===== src/ssd_pkg.sv =====
// Shared types, constants and helpers for the slot span detector.
// No dependencies; imported by ssd_judge, slot_span_detector_top, ssd_span_checker and testbench.
package ssd_pkg;

  localparam int unsigned MaxRowWidth = 4096;
  localparam int unsigned ColW        = $clog2(MaxRowWidth);
  localparam int unsigned PixW        = 8;
  localparam int unsigned CntW        = 13;
  localparam int unsigned SumW        = 14;
  localparam int unsigned CfgDataW    = 14;
  localparam int unsigned SpanW       = 12;

  localparam logic [CntW-1:0] CntMax = {CntW{1'b1}};

  // Configuration register indexes
  typedef enum logic [2:0] {
    REG_SOLID_VALUE      = 3'd0,
    REG_SLOT_VALUE       = 3'd1,
    REG_FRAME_MIN_EACH   = 3'd2,
    REG_FRAME_MIN_EITHER = 3'd3,
    REG_FRAME_MIN_SUM    = 3'd4,
    REG_EDGE_MIN_EACH    = 3'd5,
    REG_EDGE_MIN_EITHER  = 3'd6,
    REG_EDGE_MIN_SUM     = 3'd7
  } ssd_reg_e;

  // Scan phase, one-hot
  typedef enum logic [3:0] {
    PH_SEEK  = 4'b0001,
    PH_OPEN  = 4'b0010,
    PH_GAP   = 4'b0100,
    PH_CLOSE = 4'b1000
  } ssd_phase_e;

  typedef struct packed {
    logic [PixW-1:0] pixel_above;
    logic [PixW-1:0] pixel_centre;
    logic [PixW-1:0] pixel_below;
    logic            row_last;
  } ssd_in_t;

  typedef struct packed {
    logic [SpanW-1:0] span_first;
    logic [SpanW-1:0] span_final;
  } ssd_out_t;

  typedef struct packed {
    logic [PixW-1:0] solid_value;
    logic [PixW-1:0] slot_value;
    logic [CntW-1:0] frame_min_each;
    logic [CntW-1:0] frame_min_either;
    logic [SumW-1:0] frame_min_sum;
    logic [CntW-1:0] edge_min_each;
    logic [CntW-1:0] edge_min_either;
    logic [SumW-1:0] edge_min_sum;
  } ssd_cfg_t;

  // Measurements handed to the threshold checker
  typedef struct packed {
    logic [CntW-1:0]        gap_len;
    logic [CntW-1:0]        open_len;
    logic [CntW-1:0]        close_len;
    logic [1:0][CntW-1:0]   open_run;
    logic [1:0][CntW-1:0]   close_run;
  } ssd_meas_t;

  function automatic logic [CntW-1:0] sat_inc(input logic [CntW-1:0] v);
    return (v == CntMax) ? v : v + CntW'(1);
  endfunction

endpackage


===== src/ssd_judge.sv =====
// Eight threshold tests deciding whether a measured slot is a fill span.
// Depends on ssd_pkg.
module ssd_judge (
  input  ssd_pkg::ssd_cfg_t  cfg_i,
  input  ssd_pkg::ssd_meas_t meas_i,
  output logic               ok_o
);
  import ssd_pkg::*;

  logic [CntW-1:0] sa, sb;
  logic [SumW-1:0] frame_sum, edge_sum;
  logic            frame_ok, edge_ok;

  assign sa = (meas_i.open_run[0] > meas_i.open_run[1]) ?
              meas_i.open_run[0] : meas_i.open_run[1];
  assign sb = (meas_i.close_run[0] > meas_i.close_run[1]) ?
              meas_i.close_run[0] : meas_i.close_run[1];

  assign frame_sum = SumW'(meas_i.open_len) + SumW'(meas_i.close_len);
  assign edge_sum  = SumW'(sa) + SumW'(sb);

  assign frame_ok = (meas_i.open_len  >= cfg_i.frame_min_each) &&
                    (meas_i.close_len >= cfg_i.frame_min_each) &&
                    ((meas_i.open_len  >= cfg_i.frame_min_either) ||
                     (meas_i.close_len >= cfg_i.frame_min_either)) &&
                    (frame_sum >= cfg_i.frame_min_sum);

  assign edge_ok  = (sa >= cfg_i.edge_min_each) && (sb >= cfg_i.edge_min_each) &&
                    ((sa >= cfg_i.edge_min_either) || (sb >= cfg_i.edge_min_either)) &&
                    (edge_sum >= cfg_i.edge_min_sum);

  assign ok_o = (meas_i.gap_len != '0) && frame_ok && edge_ok;

endmodule


===== src/slot_span_detector_top.sv =====
// Slot span detector top level: input register, scan state, result register.
// Depends on ssd_pkg and ssd_judge.
//
//  channel | direction | handshake                 | payload
//  --------+-----------+---------------------------+-----------------------------
//  in      | sink      | in_valid_i / in_ready_o   | in_req_i  (ssd_in_t)
//  out     | source    | out_valid_o / out_ready_i | out_req_o (ssd_out_t)
//  cfg     | sink      | cfg_valid_i / cfg_ready_o | cfg_index_i, cfg_data_i
//
// One request per clock sustained while the result register is not stalled. A
// request waits in the input register until the result slot is free or being
// drained; then the scan state and the span result register update together.
// Reset (rst_ni low, async) clears the scan state, valids and config to defaults.
// A stalled result holds in the output register; the input register keeps
// taking requests while the result slot is free or being drained.
module slot_span_detector_top (
  input  logic               clk_i,
  input  logic               rst_ni,
  input  logic               in_valid_i,
  output logic               in_ready_o,
  input  ssd_pkg::ssd_in_t   in_req_i,
  output logic               out_valid_o,
  input  logic               out_ready_i,
  output ssd_pkg::ssd_out_t  out_req_o,
  input  logic               cfg_valid_i,
  output logic               cfg_ready_o,
  input  ssd_pkg::ssd_reg_e  cfg_index_i,
  input  logic [ssd_pkg::CfgDataW-1:0] cfg_data_i
);
  import ssd_pkg::*;

  // ---------------------------------------------------------------------------
  // Configuration registers; always ready; unguarded, user writes only while idle
  // ---------------------------------------------------------------------------
  ssd_cfg_t cfg_q;

  assign cfg_ready_o = 1'b1;

  always_ff @(posedge clk_i or negedge rst_ni) begin
    if (!rst_ni) begin
      cfg_q <= '{solid_value: 8'hFF, default: '0};
    end else if (cfg_valid_i) begin
      case (cfg_index_i)
        REG_SOLID_VALUE:      cfg_q.solid_value      <= cfg_data_i[PixW-1:0];
        REG_SLOT_VALUE:       cfg_q.slot_value       <= cfg_data_i[PixW-1:0];
        REG_FRAME_MIN_EACH:   cfg_q.frame_min_each   <= cfg_data_i[CntW-1:0];
        REG_FRAME_MIN_EITHER: cfg_q.frame_min_either <= cfg_data_i[CntW-1:0];
        REG_FRAME_MIN_SUM:    cfg_q.frame_min_sum    <= cfg_data_i[SumW-1:0];
        REG_EDGE_MIN_EACH:    cfg_q.edge_min_each    <= cfg_data_i[CntW-1:0];
        REG_EDGE_MIN_EITHER:  cfg_q.edge_min_either  <= cfg_data_i[CntW-1:0];
        REG_EDGE_MIN_SUM:     cfg_q.edge_min_sum     <= cfg_data_i[SumW-1:0];
        default: ;
      endcase
    end
  end

  // ---------------------------------------------------------------------------
  // Input register stage
  // ---------------------------------------------------------------------------
  logic    s1_valid_q;
  ssd_in_t s1_req_q;
  logic    out_valid_q;
  ssd_out_t out_req_q;
  logic    adv;

  // Stage 1 moves on when the result slot is empty or being drained.
  assign adv        = s1_valid_q && (!out_valid_q || out_ready_i);
  assign in_ready_o = !s1_valid_q || adv;

  always_ff @(posedge clk_i or negedge rst_ni) begin
    if (!rst_ni) begin
      s1_valid_q <= 1'b0;
    end else if (in_ready_o) begin
      s1_valid_q <= in_valid_i;
    end
  end

  always_ff @(posedge clk_i) begin
    if (in_ready_o && in_valid_i) begin
      s1_req_q <= in_req_i;
    end
  end

  // ---------------------------------------------------------------------------
  // Scan state
  // ---------------------------------------------------------------------------
  ssd_phase_e            phase_q, phase_d;
  logic [ColW-1:0]       col_q, col_d;
  logic [CntW-1:0]       open_len_q, open_len_d;
  logic [CntW-1:0]       gap_len_q, gap_len_d;
  logic [CntW-1:0]       close_len_q, close_len_d;
  logic [SpanW-1:0]      gap_start_q, gap_start_d;
  logic [SpanW-1:0]      gap_end_q, gap_end_d;
  logic [1:0][CntW-1:0]  open_run_q, open_run_d;
  logic [1:0][CntW-1:0]  close_run_q, close_run_d;
  logic [1:0]            close_done_q, close_done_d;
  logic [1:0][CntW-1:0]  next_run_q, next_run_d;

  logic [1:0][PixW-1:0]  nb;
  logic                  is_solid, is_slot, last;
  logic [1:0]            nb_slot;
  logic                  fire, judge_ok;
  ssd_meas_t             meas;
  logic [SpanW-1:0]      span_final;

  assign nb[0]      = s1_req_q.pixel_above;
  assign nb[1]      = s1_req_q.pixel_below;
  assign is_solid   = (s1_req_q.pixel_centre == cfg_q.solid_value);
  assign is_slot    = (s1_req_q.pixel_centre == cfg_q.slot_value);
  assign nb_slot[0] = (nb[0] == cfg_q.slot_value);
  assign nb_slot[1] = (nb[1] == cfg_q.slot_value);
  // overlong rows end at the last column the index can hold
  assign last       = s1_req_q.row_last || (col_q == ColW'(MaxRowWidth - 1));

  always_comb begin
    phase_d      = phase_q;
    col_d        = col_q + ColW'(1);
    open_len_d   = open_len_q;
    gap_len_d    = gap_len_q;
    close_len_d  = close_len_q;
    gap_start_d  = gap_start_q;
    gap_end_d    = gap_end_q;
    open_run_d   = open_run_q;
    close_run_d  = close_run_q;
    close_done_d = close_done_q;
    next_run_d   = next_run_q;
    fire         = 1'b0;
    span_final   = gap_end_q;

    // judge sees the open side as it stands; close side set per case below
    meas.gap_len   = gap_len_q;
    meas.open_len  = open_len_q;
    meas.open_run  = open_run_q;
    meas.close_len = close_len_q;
    meas.close_run = close_run_q;

    case (phase_q)
      PH_SEEK: begin
        if (is_solid) begin
          open_len_d = CntW'(1);
          open_run_d = '0;
          phase_d    = PH_OPEN;
        end
      end
      PH_OPEN: begin
        if (is_slot) begin
          gap_start_d = SpanW'(col_q);
          gap_len_d   = '0;
          phase_d     = PH_GAP;
        end else begin
          open_len_d = sat_inc(open_len_q);
          for (int i = 0; i < 2; i++) begin
            open_run_d[i] = nb_slot[i] ? sat_inc(open_run_q[i]) : '0;
          end
        end
      end
      PH_GAP: begin
        if (is_solid) begin
          // gap closed: closing frame starts empty
          gap_end_d      = SpanW'(col_q);
          span_final     = SpanW'(col_q);
          close_len_d    = '0;
          close_run_d    = '0;
          close_done_d   = '0;
          next_run_d     = '0;
          phase_d        = PH_CLOSE;
          meas.close_len = '0;
          meas.close_run = '0;
          fire           = last;
        end else begin
          gap_len_d = sat_inc(gap_len_q);
        end
      end
      PH_CLOSE: begin
        if (is_slot) begin
          // next slot: closing frame becomes the opening frame
          fire        = 1'b1;
          open_len_d  = close_len_q;
          open_run_d  = next_run_q;
          gap_start_d = SpanW'(col_q);
          gap_len_d   = '0;
          phase_d     = PH_GAP;
        end else begin
          close_len_d = sat_inc(close_len_q);
          for (int i = 0; i < 2; i++) begin
            if (!close_done_q[i]) begin
              if (nb_slot[i]) close_run_d[i] = sat_inc(close_run_q[i]);
              else            close_done_d[i] = 1'b1;
            end
            next_run_d[i] = nb_slot[i] ? sat_inc(next_run_q[i]) : '0;
          end
          meas.close_len = close_len_d;
          meas.close_run = close_run_d;
          fire           = last;
        end
      end
      default: begin
        phase_d = PH_SEEK;
      end
    endcase

    // end of row: everything back to its start value
    if (last) begin
      phase_d      = PH_SEEK;
      col_d        = '0;
      open_len_d   = '0;
      gap_len_d    = '0;
      close_len_d  = '0;
      gap_start_d  = '0;
      gap_end_d    = '0;
      open_run_d   = '0;
      close_run_d  = '0;
      close_done_d = '0;
      next_run_d   = '0;
    end
  end

  ssd_judge u_judge (
    .cfg_i  (cfg_q),
    .meas_i (meas),
    .ok_o   (judge_ok)
  );

  always_ff @(posedge clk_i or negedge rst_ni) begin
    if (!rst_ni) begin
      phase_q      <= PH_SEEK;
      col_q        <= '0;
      open_len_q   <= '0;
      gap_len_q    <= '0;
      close_len_q  <= '0;
      gap_start_q  <= '0;
      gap_end_q    <= '0;
      open_run_q   <= '0;
      close_run_q  <= '0;
      close_done_q <= '0;
      next_run_q   <= '0;
    end else if (adv) begin
      phase_q      <= phase_d;
      col_q        <= col_d;
      open_len_q   <= open_len_d;
      gap_len_q    <= gap_len_d;
      close_len_q  <= close_len_d;
      gap_start_q  <= gap_start_d;
      gap_end_q    <= gap_end_d;
      open_run_q   <= open_run_d;
      close_run_q  <= close_run_d;
      close_done_q <= close_done_d;
      next_run_q   <= next_run_d;
    end
  end

  // ---------------------------------------------------------------------------
  // Result register
  // ---------------------------------------------------------------------------
  always_ff @(posedge clk_i or negedge rst_ni) begin
    if (!rst_ni) begin
      out_valid_q <= 1'b0;
    end else if (adv) begin
      out_valid_q <= fire && judge_ok;
    end else if (out_ready_i) begin
      out_valid_q <= 1'b0;
    end
  end

  always_ff @(posedge clk_i) begin
    if (adv && fire && judge_ok) begin
      out_req_q.span_first <= gap_start_q;
      out_req_q.span_final <= span_final;
    end
  end

  assign out_valid_o = out_valid_q;
  assign out_req_o   = out_req_q;

endmodule


===== config.mk =====
export PLATFORM = sky130hd
export DESIGN_NAME = slot_span_detector_top
export DESIGN_NICKNAME = d
export VERILOG_FILES = /design/src/ssd_pkg.sv /design/src/ssd_judge.sv /design/src/slot_span_detector_top.sv
export SDC_FILE = /design/constraint.sdc
export NUM_CORES = 1
export LEC_CHECK = 0
export ABC_AREA = 1
export BUFFER_PORTS_ARGS = -buffer_cell sky130_fd_sc_hd__buf_2
export CAP_MARGIN = 25
export CORE_MARGIN = 1
export CORE_UTILIZATION = 45
export CTS_CLUSTER_DIAMETER = 200
export CTS_CLUSTER_SIZE = 30
export DETAILED_ROUTE_END_ITERATION = 10
export PLACE_DENSITY = 0.72
export SYNTH_ARGS = -nofsm -noshare
export SYNTH_HDL_FRONTEND = slang
export SYNTH_SLANG_ARGS = --single-unit

===== constraint.sdc =====
create_clock -name clk_i -period 6.53 [get_ports clk_i]
set_input_delay 1.959 -clock clk_i [delete_from_list [all_inputs] [get_ports clk_i]]
set_output_delay 1.959 -clock clk_i [all_outputs]
set_load 0.01 [all_outputs]

---- Word-level counts from Yosys, hierarchy flattened ----
Index checks and enable logic that the tools add are counted.
cells by class
  add/sub/neg operators ................... 12
  multipliers ............................. 0
  divide/modulo/power cells ............... 0
  $lt $le $gt $ge ......................... 12
  eq/ne operators ......................... 38
  shift-type cells ........................ 0
  mux-type cells .......................... 69
  bitwise gates (word level) .............. 0
  reductions and logical operators ........ 46
operators by type and width
  operator                                                          count
  13-bit 2-to-1 mux                                                 29
  26-bit 2-to-1 mux                                                 9
  13-bit by 1-bit adder with 13-bit output (second input constant)  9
  13-bit equality test (second input constant)                      9
  13-bit >= comparator                                              8
  26-bit case mux with 2 select lines                               2
  12-bit 2-to-1 mux                                                 7
  26-bit case mux with 3 select lines                               1
  13-bit case mux with 2 select lines                               2
  13-bit case mux with 3 select lines                               1
  8-bit equality test                                               4
  13-bit by 13-bit adder with 14-bit output                         2
  14-bit >= comparator                                              2
  13-bit greater-than comparator                                    2
  3-bit != test (second input constant)                             8
  6-bit AND reduction                                               3
  4-bit 2-to-1 mux                                                  4
  4-bit != test (second input constant)                             4
  2-bit AND reduction                                               8
  5-bit AND reduction                                               3
  1-bit logical AND                                                 13
  13-bit nonzero test                                               1
  12-bit by 1-bit adder with 12-bit output (second input constant)  1
  12-bit equality test (second input constant)                      1
  other kinds (22)                                                  44
storage, ports and cells
  bits in registers ....................... 306
  latch bits .............................. 0
  bits in writable memories ............... 0
  bits in read-only memories .............. 0
  bits of input ports ..................... 47
  output and inout bits ................... 27
  word-level logic and storage cells ...... 207
  memories kept ........................... 0

---- Logic depth before layout (Yosys ltp) ----
  word-level depth ........................ 15
  mapped depth ............................ 45
  mapped depth without buffers ............ 43

---- Cells and area by module ----
A second synthesis with hierarchy kept.
second synthesis, totals
  cells, all modules ...................... 2999
  area, all modules ....................... 21804.7 um2
modules (own cells, without submodules)
  module                  instances  cells an instance  area an instance (um2)  seq. area each (um2)
  slot_span_detector_top  1          2069               16056.6                 7913.8
  ssd_judge               1          930                5748.0                  0.0

---- Worst setup path after synthesis ----
No wires, ideal clock.
  kind .................................... register to register
  start ................................... register close_run_q[0] in the netlist's numbering
  end ..................................... register out_req_q (netlist bit out_req_o[0]), enable pin
  library setup time ...................... 0.405 ns
  arrival ................................. 6.170 ns
  required time ........................... 6.125 ns
  setup slack ............................. -0.045 ns
  stages on the path, launching flop included .. 38
  path buffers ............................ 2
  period minus slack after synthesis ...... 6.575 ns
  path through ............................ dfrtp_1 -> ha_1 -> nand2_1 -> nor2_1 -> nand2_1 -> nor2_1 -> nand3_1 -> clkbuf_1 -> nand4_1 -> nand3_1 -> a21boi_0 -> ha_1 -> a21oi_1 -> o21ai_0 -> a21oi_1 -> o21bai_1 -> nand2_1 -> nand2_1 -> [... 2 more ...] -> clkbuf_1 -> nand3_1 -> nand2_1 -> ha_1 -> a21oi_1 -> nand2_1 -> a21oi_1 -> o21ai_0 -> nand3_1 -> nand2_1 -> xor2_1 -> ha_1 -> nand2_1 -> nor3_1 -> nand2_1 -> nand3_1 -> o211ai_1 -> nor2_1
on the way
  longest elaborated chain between the ends .. 14
  elaborated cells between the ends (all ways) .. 20
  classes of those cells .................. add/sub: 2; order compare: 4; eq/ne: 1; mux: 7; reduce/logical: 6
ends and longest elaborated chain
  what                                                                                               RTL line                       RTL
  from (decl)                                                                                        slot_span_detector_top.sv:95   logic [1:0][CntW-1:0] close_run_q, close_run_d;
  from (signal assigned)                                                                             slot_span_detector_top.sv:246  close_run_q <= close_run_d;
  13-bit by 1-bit adder with 13-bit output or 13-bit equality test (tied branches)                   ssd_pkg.sv:68                  return (v == CntMax) ? v : v + CntW'(1);
  13-bit 2-to-1 mux                                                                                  ssd_pkg.sv:68
  13-bit 2-to-1 mux                                                                                  slot_span_detector_top.sv:187  if (nb_slot[i]) close_run_d[i] = sat_inc(close_run_q[i]);
  13-bit 2-to-1 mux                                                                                  slot_span_detector_top.sv:186  if (!close_done_q[i]) begin
  26-bit 2-to-1 mux                                                                                  --
  26-bit case mux with 2 select lines *                                                              --
  13-bit greater-than comparator                                                                     ssd_judge.sv:16                assign sb = (meas_i.close_run[0] > meas_i.close_run[1]) ?
  13-bit 2-to-1 mux *                                                                                ssd_judge.sv:16
  parallel branches: the longest is 3 deep, another holds 13-bit by 13-bit adder with 14-bit output  --
  1-bit logical AND *                                                                                ssd_judge.sv:29                ((sa >= cfg_i.edge_min_either) || (sb >= cfg_i.edge_min_either)) &&
  1-bit logical AND *                                                                                ssd_judge.sv:32                assign ok_o = (meas_i.gap_len != '0) && frame_ok && edge_ok;
  1-bit logical AND *                                                                                slot_span_detector_top.sv:266  if (adv && fire && judge_ok) begin
  to (decl)                                                                                          slot_span_detector_top.sv:63   ssd_out_t out_req_q;
Every way passes the cells marked *.
A chain may end at the register's enable or synchronous reset.

---- Worst setup path in the final report ----
  start ................................... register close_run_q[1] in the netlist's numbering
  end ..................................... register out_req_q (netlist bit out_req_o[18]), enable pin
Same word-level chain as after synthesis.

==> run_results.csv <==
group,metric,value,unit
routing,drtIter0Drc,1838,
logic_synthesis,yosys.area_share.simple,25.85,%
routing,drc,0,
place,hpwl,46620,µm
logic_synthesis,ys.flop_type,"dfrtp_1",
clocking,cts.sinks,306,
logic_synthesis,syn_avg_cell_area,7.470,µm²
finish,nets,3147,
floorplanning,rows,78,
global_route,antenna_found_initial,0,
routing,firstDrtPassIters,6,
routing,wl_per_cell,17.78,µm
place,place.gp.congestion,0.9922,
floorplanning,die_x,217.2,µm
worst_setup_path,endpoint_kind,"flip-flop",
timing,timing.fmax,158.3,MHz
timing,fin_hold_ws,462.5,ps
logic_synthesis,synth_top_family_by_area,"simple AND/OR/NAND/NOR gates",
timing,finalCritPeriodShare,96.75,%
worst_setup_path,critical_path.max_fanout,9,
logic_synthesis,ys_ff_latch,306,
routing,routed_wl,62390,µm
logic_synthesis,syn_inst,2789,
logic_synthesis,synth_top_area_share,29.79,%
finish,final_cell_count_no_fill,3509,
finish,diodes,0,
status,outcome,"complete, no violations",
logic_synthesis,synth_fp_nets,3033,
timing,setup_tns,0,ps
worst_setup_path,arrival,6560,ps
floorplanning,die_h,217.2,µm
clocking,clk_latency,540,ps
place,place_ws,-116.6,ps
timing,slew_violations,0,
floorplanning,pin_count,74,
min_path,hold_class,"reg2reg",
logic_synthesis,ys.warnings.count,0,
clocking,clk_pin_slew_worst_paths,120,ps
logic_synthesis,synth_top_area_cell,"dfrtp_1",
clocking,cts_buffer_depth,3,
floorplanning,core_area,45480,µm²
floorplanning,start_util,45.81,%
global_route,grt_overflow,0,
worst_setup_path,r2r_start,"close_run_q[1]",
finish,drive_gt1_share,11.55,%
logic_synthesis,seq_area_frac_synth,37.98,%
worst_setup_path,slowest_stage,"dfrtp_1",
min_path,whs_path_depth,0,
job,maxCapViolations,0,
timing,setup_ws,212.4,ps
finish,num-fill-cells,4355,
worst_setup_path,reg2reg_setup_slack,210,ps
worst_setup_path,start_kind,"flip-flop",
logic_synthesis,synth_xor_area_share,2.816,%
logic_synthesis,yosys.cell_types.count,52,
power,powerDensity,224.7,nW/µm²
floorplanning,die_area,47170,µm²
clocking,cts_tree,"done",
global_route,grt_max_degree,119,
worst_setup_path,crit_top_cell,"nand3_1",
power,total_leakage_power,0.01141,µW
worst_setup_path,cp-startpoint,"close_run_q[1]",
finish,postLayoutCoreUtil,51.56,%
timing,finalSetupViolCount,0,
worst_setup_path,crit-reg2reg-capture,"out_req_o[18]",
global_route,first_global_vias,18257,
worst_setup_path,endpoint,"out_req_o[18]",
timing,min_period,6318,ps
clocking,cts_root_buf,"clkbuf_16",
global_route,track_usage,25.76,%
clocking,htree_levels,1,
timing,hold_viol,0,
logic_synthesis,synth_compound_area_share,13.57,%
finish,area_growth,12.54,%
routing,vias,19570,
clocking,hold_buffers,0,
timing,worstMarginPinSlew,994.1,ps
logic_synthesis,synth_area_leaders,"dfrtp_1 30%, nand2_1 14%, ha_1 12%",
timing,finalClockSkew,64.10,ps
worst_setup_path,cp.required,6780,ps
routing,routed_via_density,5.577,
worst_setup_path,path_class,"reg2reg",
routing,ant_nets,0,
place,io_buffers,72,
logic_synthesis,synth_edf_count,49,
global_route,grt_pass1_wl,96790,µm
logic_synthesis,synth_fa_ha_area_share,11.90,%
worst_setup_path,max_stage_delay,410,ps
place,dp_cells,3451,
worst_setup_path,r2r_cells,39,
logic_synthesis,async_reset_ff_share,83.99,%
clocking,cts_buffers,14,
logic_synthesis,synth.mux.area_fraction,0,%
logic_synthesis,syn_area,20830,µm²
timing,slew_headroom,33.73,%
power,peakVddDrop,231.3,µV
flip-flops by register name, summed over array words and instances, names as in the netlist:
name	cells
open_len_q	13
close_run_q	26
out_req_o	24
gap_len_q	13
out_valid_o	1
nb	16
gap_start_q	12
close_done_q	2
cfg_q	96
next_run_q	26
col_q	12
phase_q	4
close_len_q	13
s1_valid_q	1
meas	26
gap_end_q	12
s1_req_q	9
how the worst min path moves through the flow:
stage,startpoint,endpoint,slack [ps]
2_1_floorplan,gap_start_q[0],out_req_o[12],430
3_3_place_gp,gap_start_q[6],out_req_o[18],430
3_5_place_dp,gap_start_q[9],out_req_o[21],440
4_1_cts,gap_start_q[9],out_req_o[21],460
5_1_grt,gap_start_q[6],out_req_o[18],480
6_report,gap_start_q[9],out_req_o[21],460
cell usage after synthesis (16+ instances only):
cell type	count
nand2_1	754
inv_1	341
o21ai_0	251
dfrtp_1	248
ha_1	195
nor2_1	179
nand3_1	165
a21oi_1	145
nand4_1	64
nor3_1	58
clkbuf_1	54
edfxtp_1	49
xor2_1	49
o22ai_1	35
o21ai_1	32
xnor2_1	18
inv_2	16
cells in the final DEF (no fill, tap or decap), types with 5 or more instances in the layout:
cell type    n
a21oi_1    137
a21oi_2      8
buf_12       6
buf_2       71
buf_4       82
clkbuf_1     6
clkbuf_16   18
dfrtp_1    243
dfrtp_2      5
dfstp_2      9
edfxtp_1    49
ha_1       182
ha_4         9
inv_1      335
inv_2       18
nand2_1    731
nand2_2     27
nand3_1    156
nand3_2      6
nand3b_1    10
nand4_1     64
nor2_1     163
nor2_2      11
nor2_4      10
nor3_1      54
nor3b_1      5
nor4_1      10
o211ai_1    14
o21ai_0    241
o21ai_1     34
o21ai_2     16
o21bai_1     8
o22ai_1     35
xnor2_1     15
xor2_1      49
logic make-up after synthesis:
kind of cell	count (synthesis)
adders and majority gates	197
buffers and inverters	426
and+or+nand+nor	1271
other	1
AOI/OAI and AO/OA	521
xor gates and xnor gates	67
DFF	306
report_power, final:
| group | internal (µW) | switching [µW] | leakage [µW] |
|---|---|---|---|
| Clock | 440 | 651 | 0.000203 |
| Sequential | 2120 | 149 | 0.00387 |
| Combinational | 667 | 1240 | 0.00734 |
area by class of cell:
| cell class | instances | area, µm² | area share [%] |
|---|---|---|---|
| timing repair buffer | 167 | 1230 | 5.245 |
| sequential | 306 | 7920 | 33.78 |
| multi-input combinational | 2057 | 11770 | 50.19 |
| tap | 600 | 750.7 | 3.202 |
| clock inverter | 1 | 30.03 | 0.1281 |
| clock buffer | 21 | 397.9 | 1.697 |
| inverter | 357 | 1351 | 5.763 |
metrics by stage:
stage / cell area (µm²) / total power, µW
global placement: 22150 / 3931
floorplan: 20840 / 3429
finish: 23450 / 5269
detailed placement: 22170 / 3980
global route: 23450 / 5571
CTS: 22630 / 5072
layer usage:
layer  vias to the layer above  global-route usage (%)  share of wire (%)
met3                       107                   2.362                6.8
met4                         0                   6.831                2.6
met2                       726                   41.83                 46
met5                         -                       0                  0
li1                       9493                       -                  -
met1                      9244                   36.70                 45
critical path, delay by kind of cell, from the launching register on:
kind | cells | cell delay [ps]
compound gates | 9 | 1190
xor+xnor | 1 | 90
fa+ha+maj | 5 | 1320
buf+inv | 5 | 740
flops | 1 | 410
simple gates | 19 | 2260
what timing repair did:
action,CTS,global route
resized for setup,8,134
buffers inserted,0,32
endpoints found under the hold margin,0,0
cloned,0,4
pin swaps,1,37
setup endpoints to repair,24,25
Power figures use the tool's default switching activity.
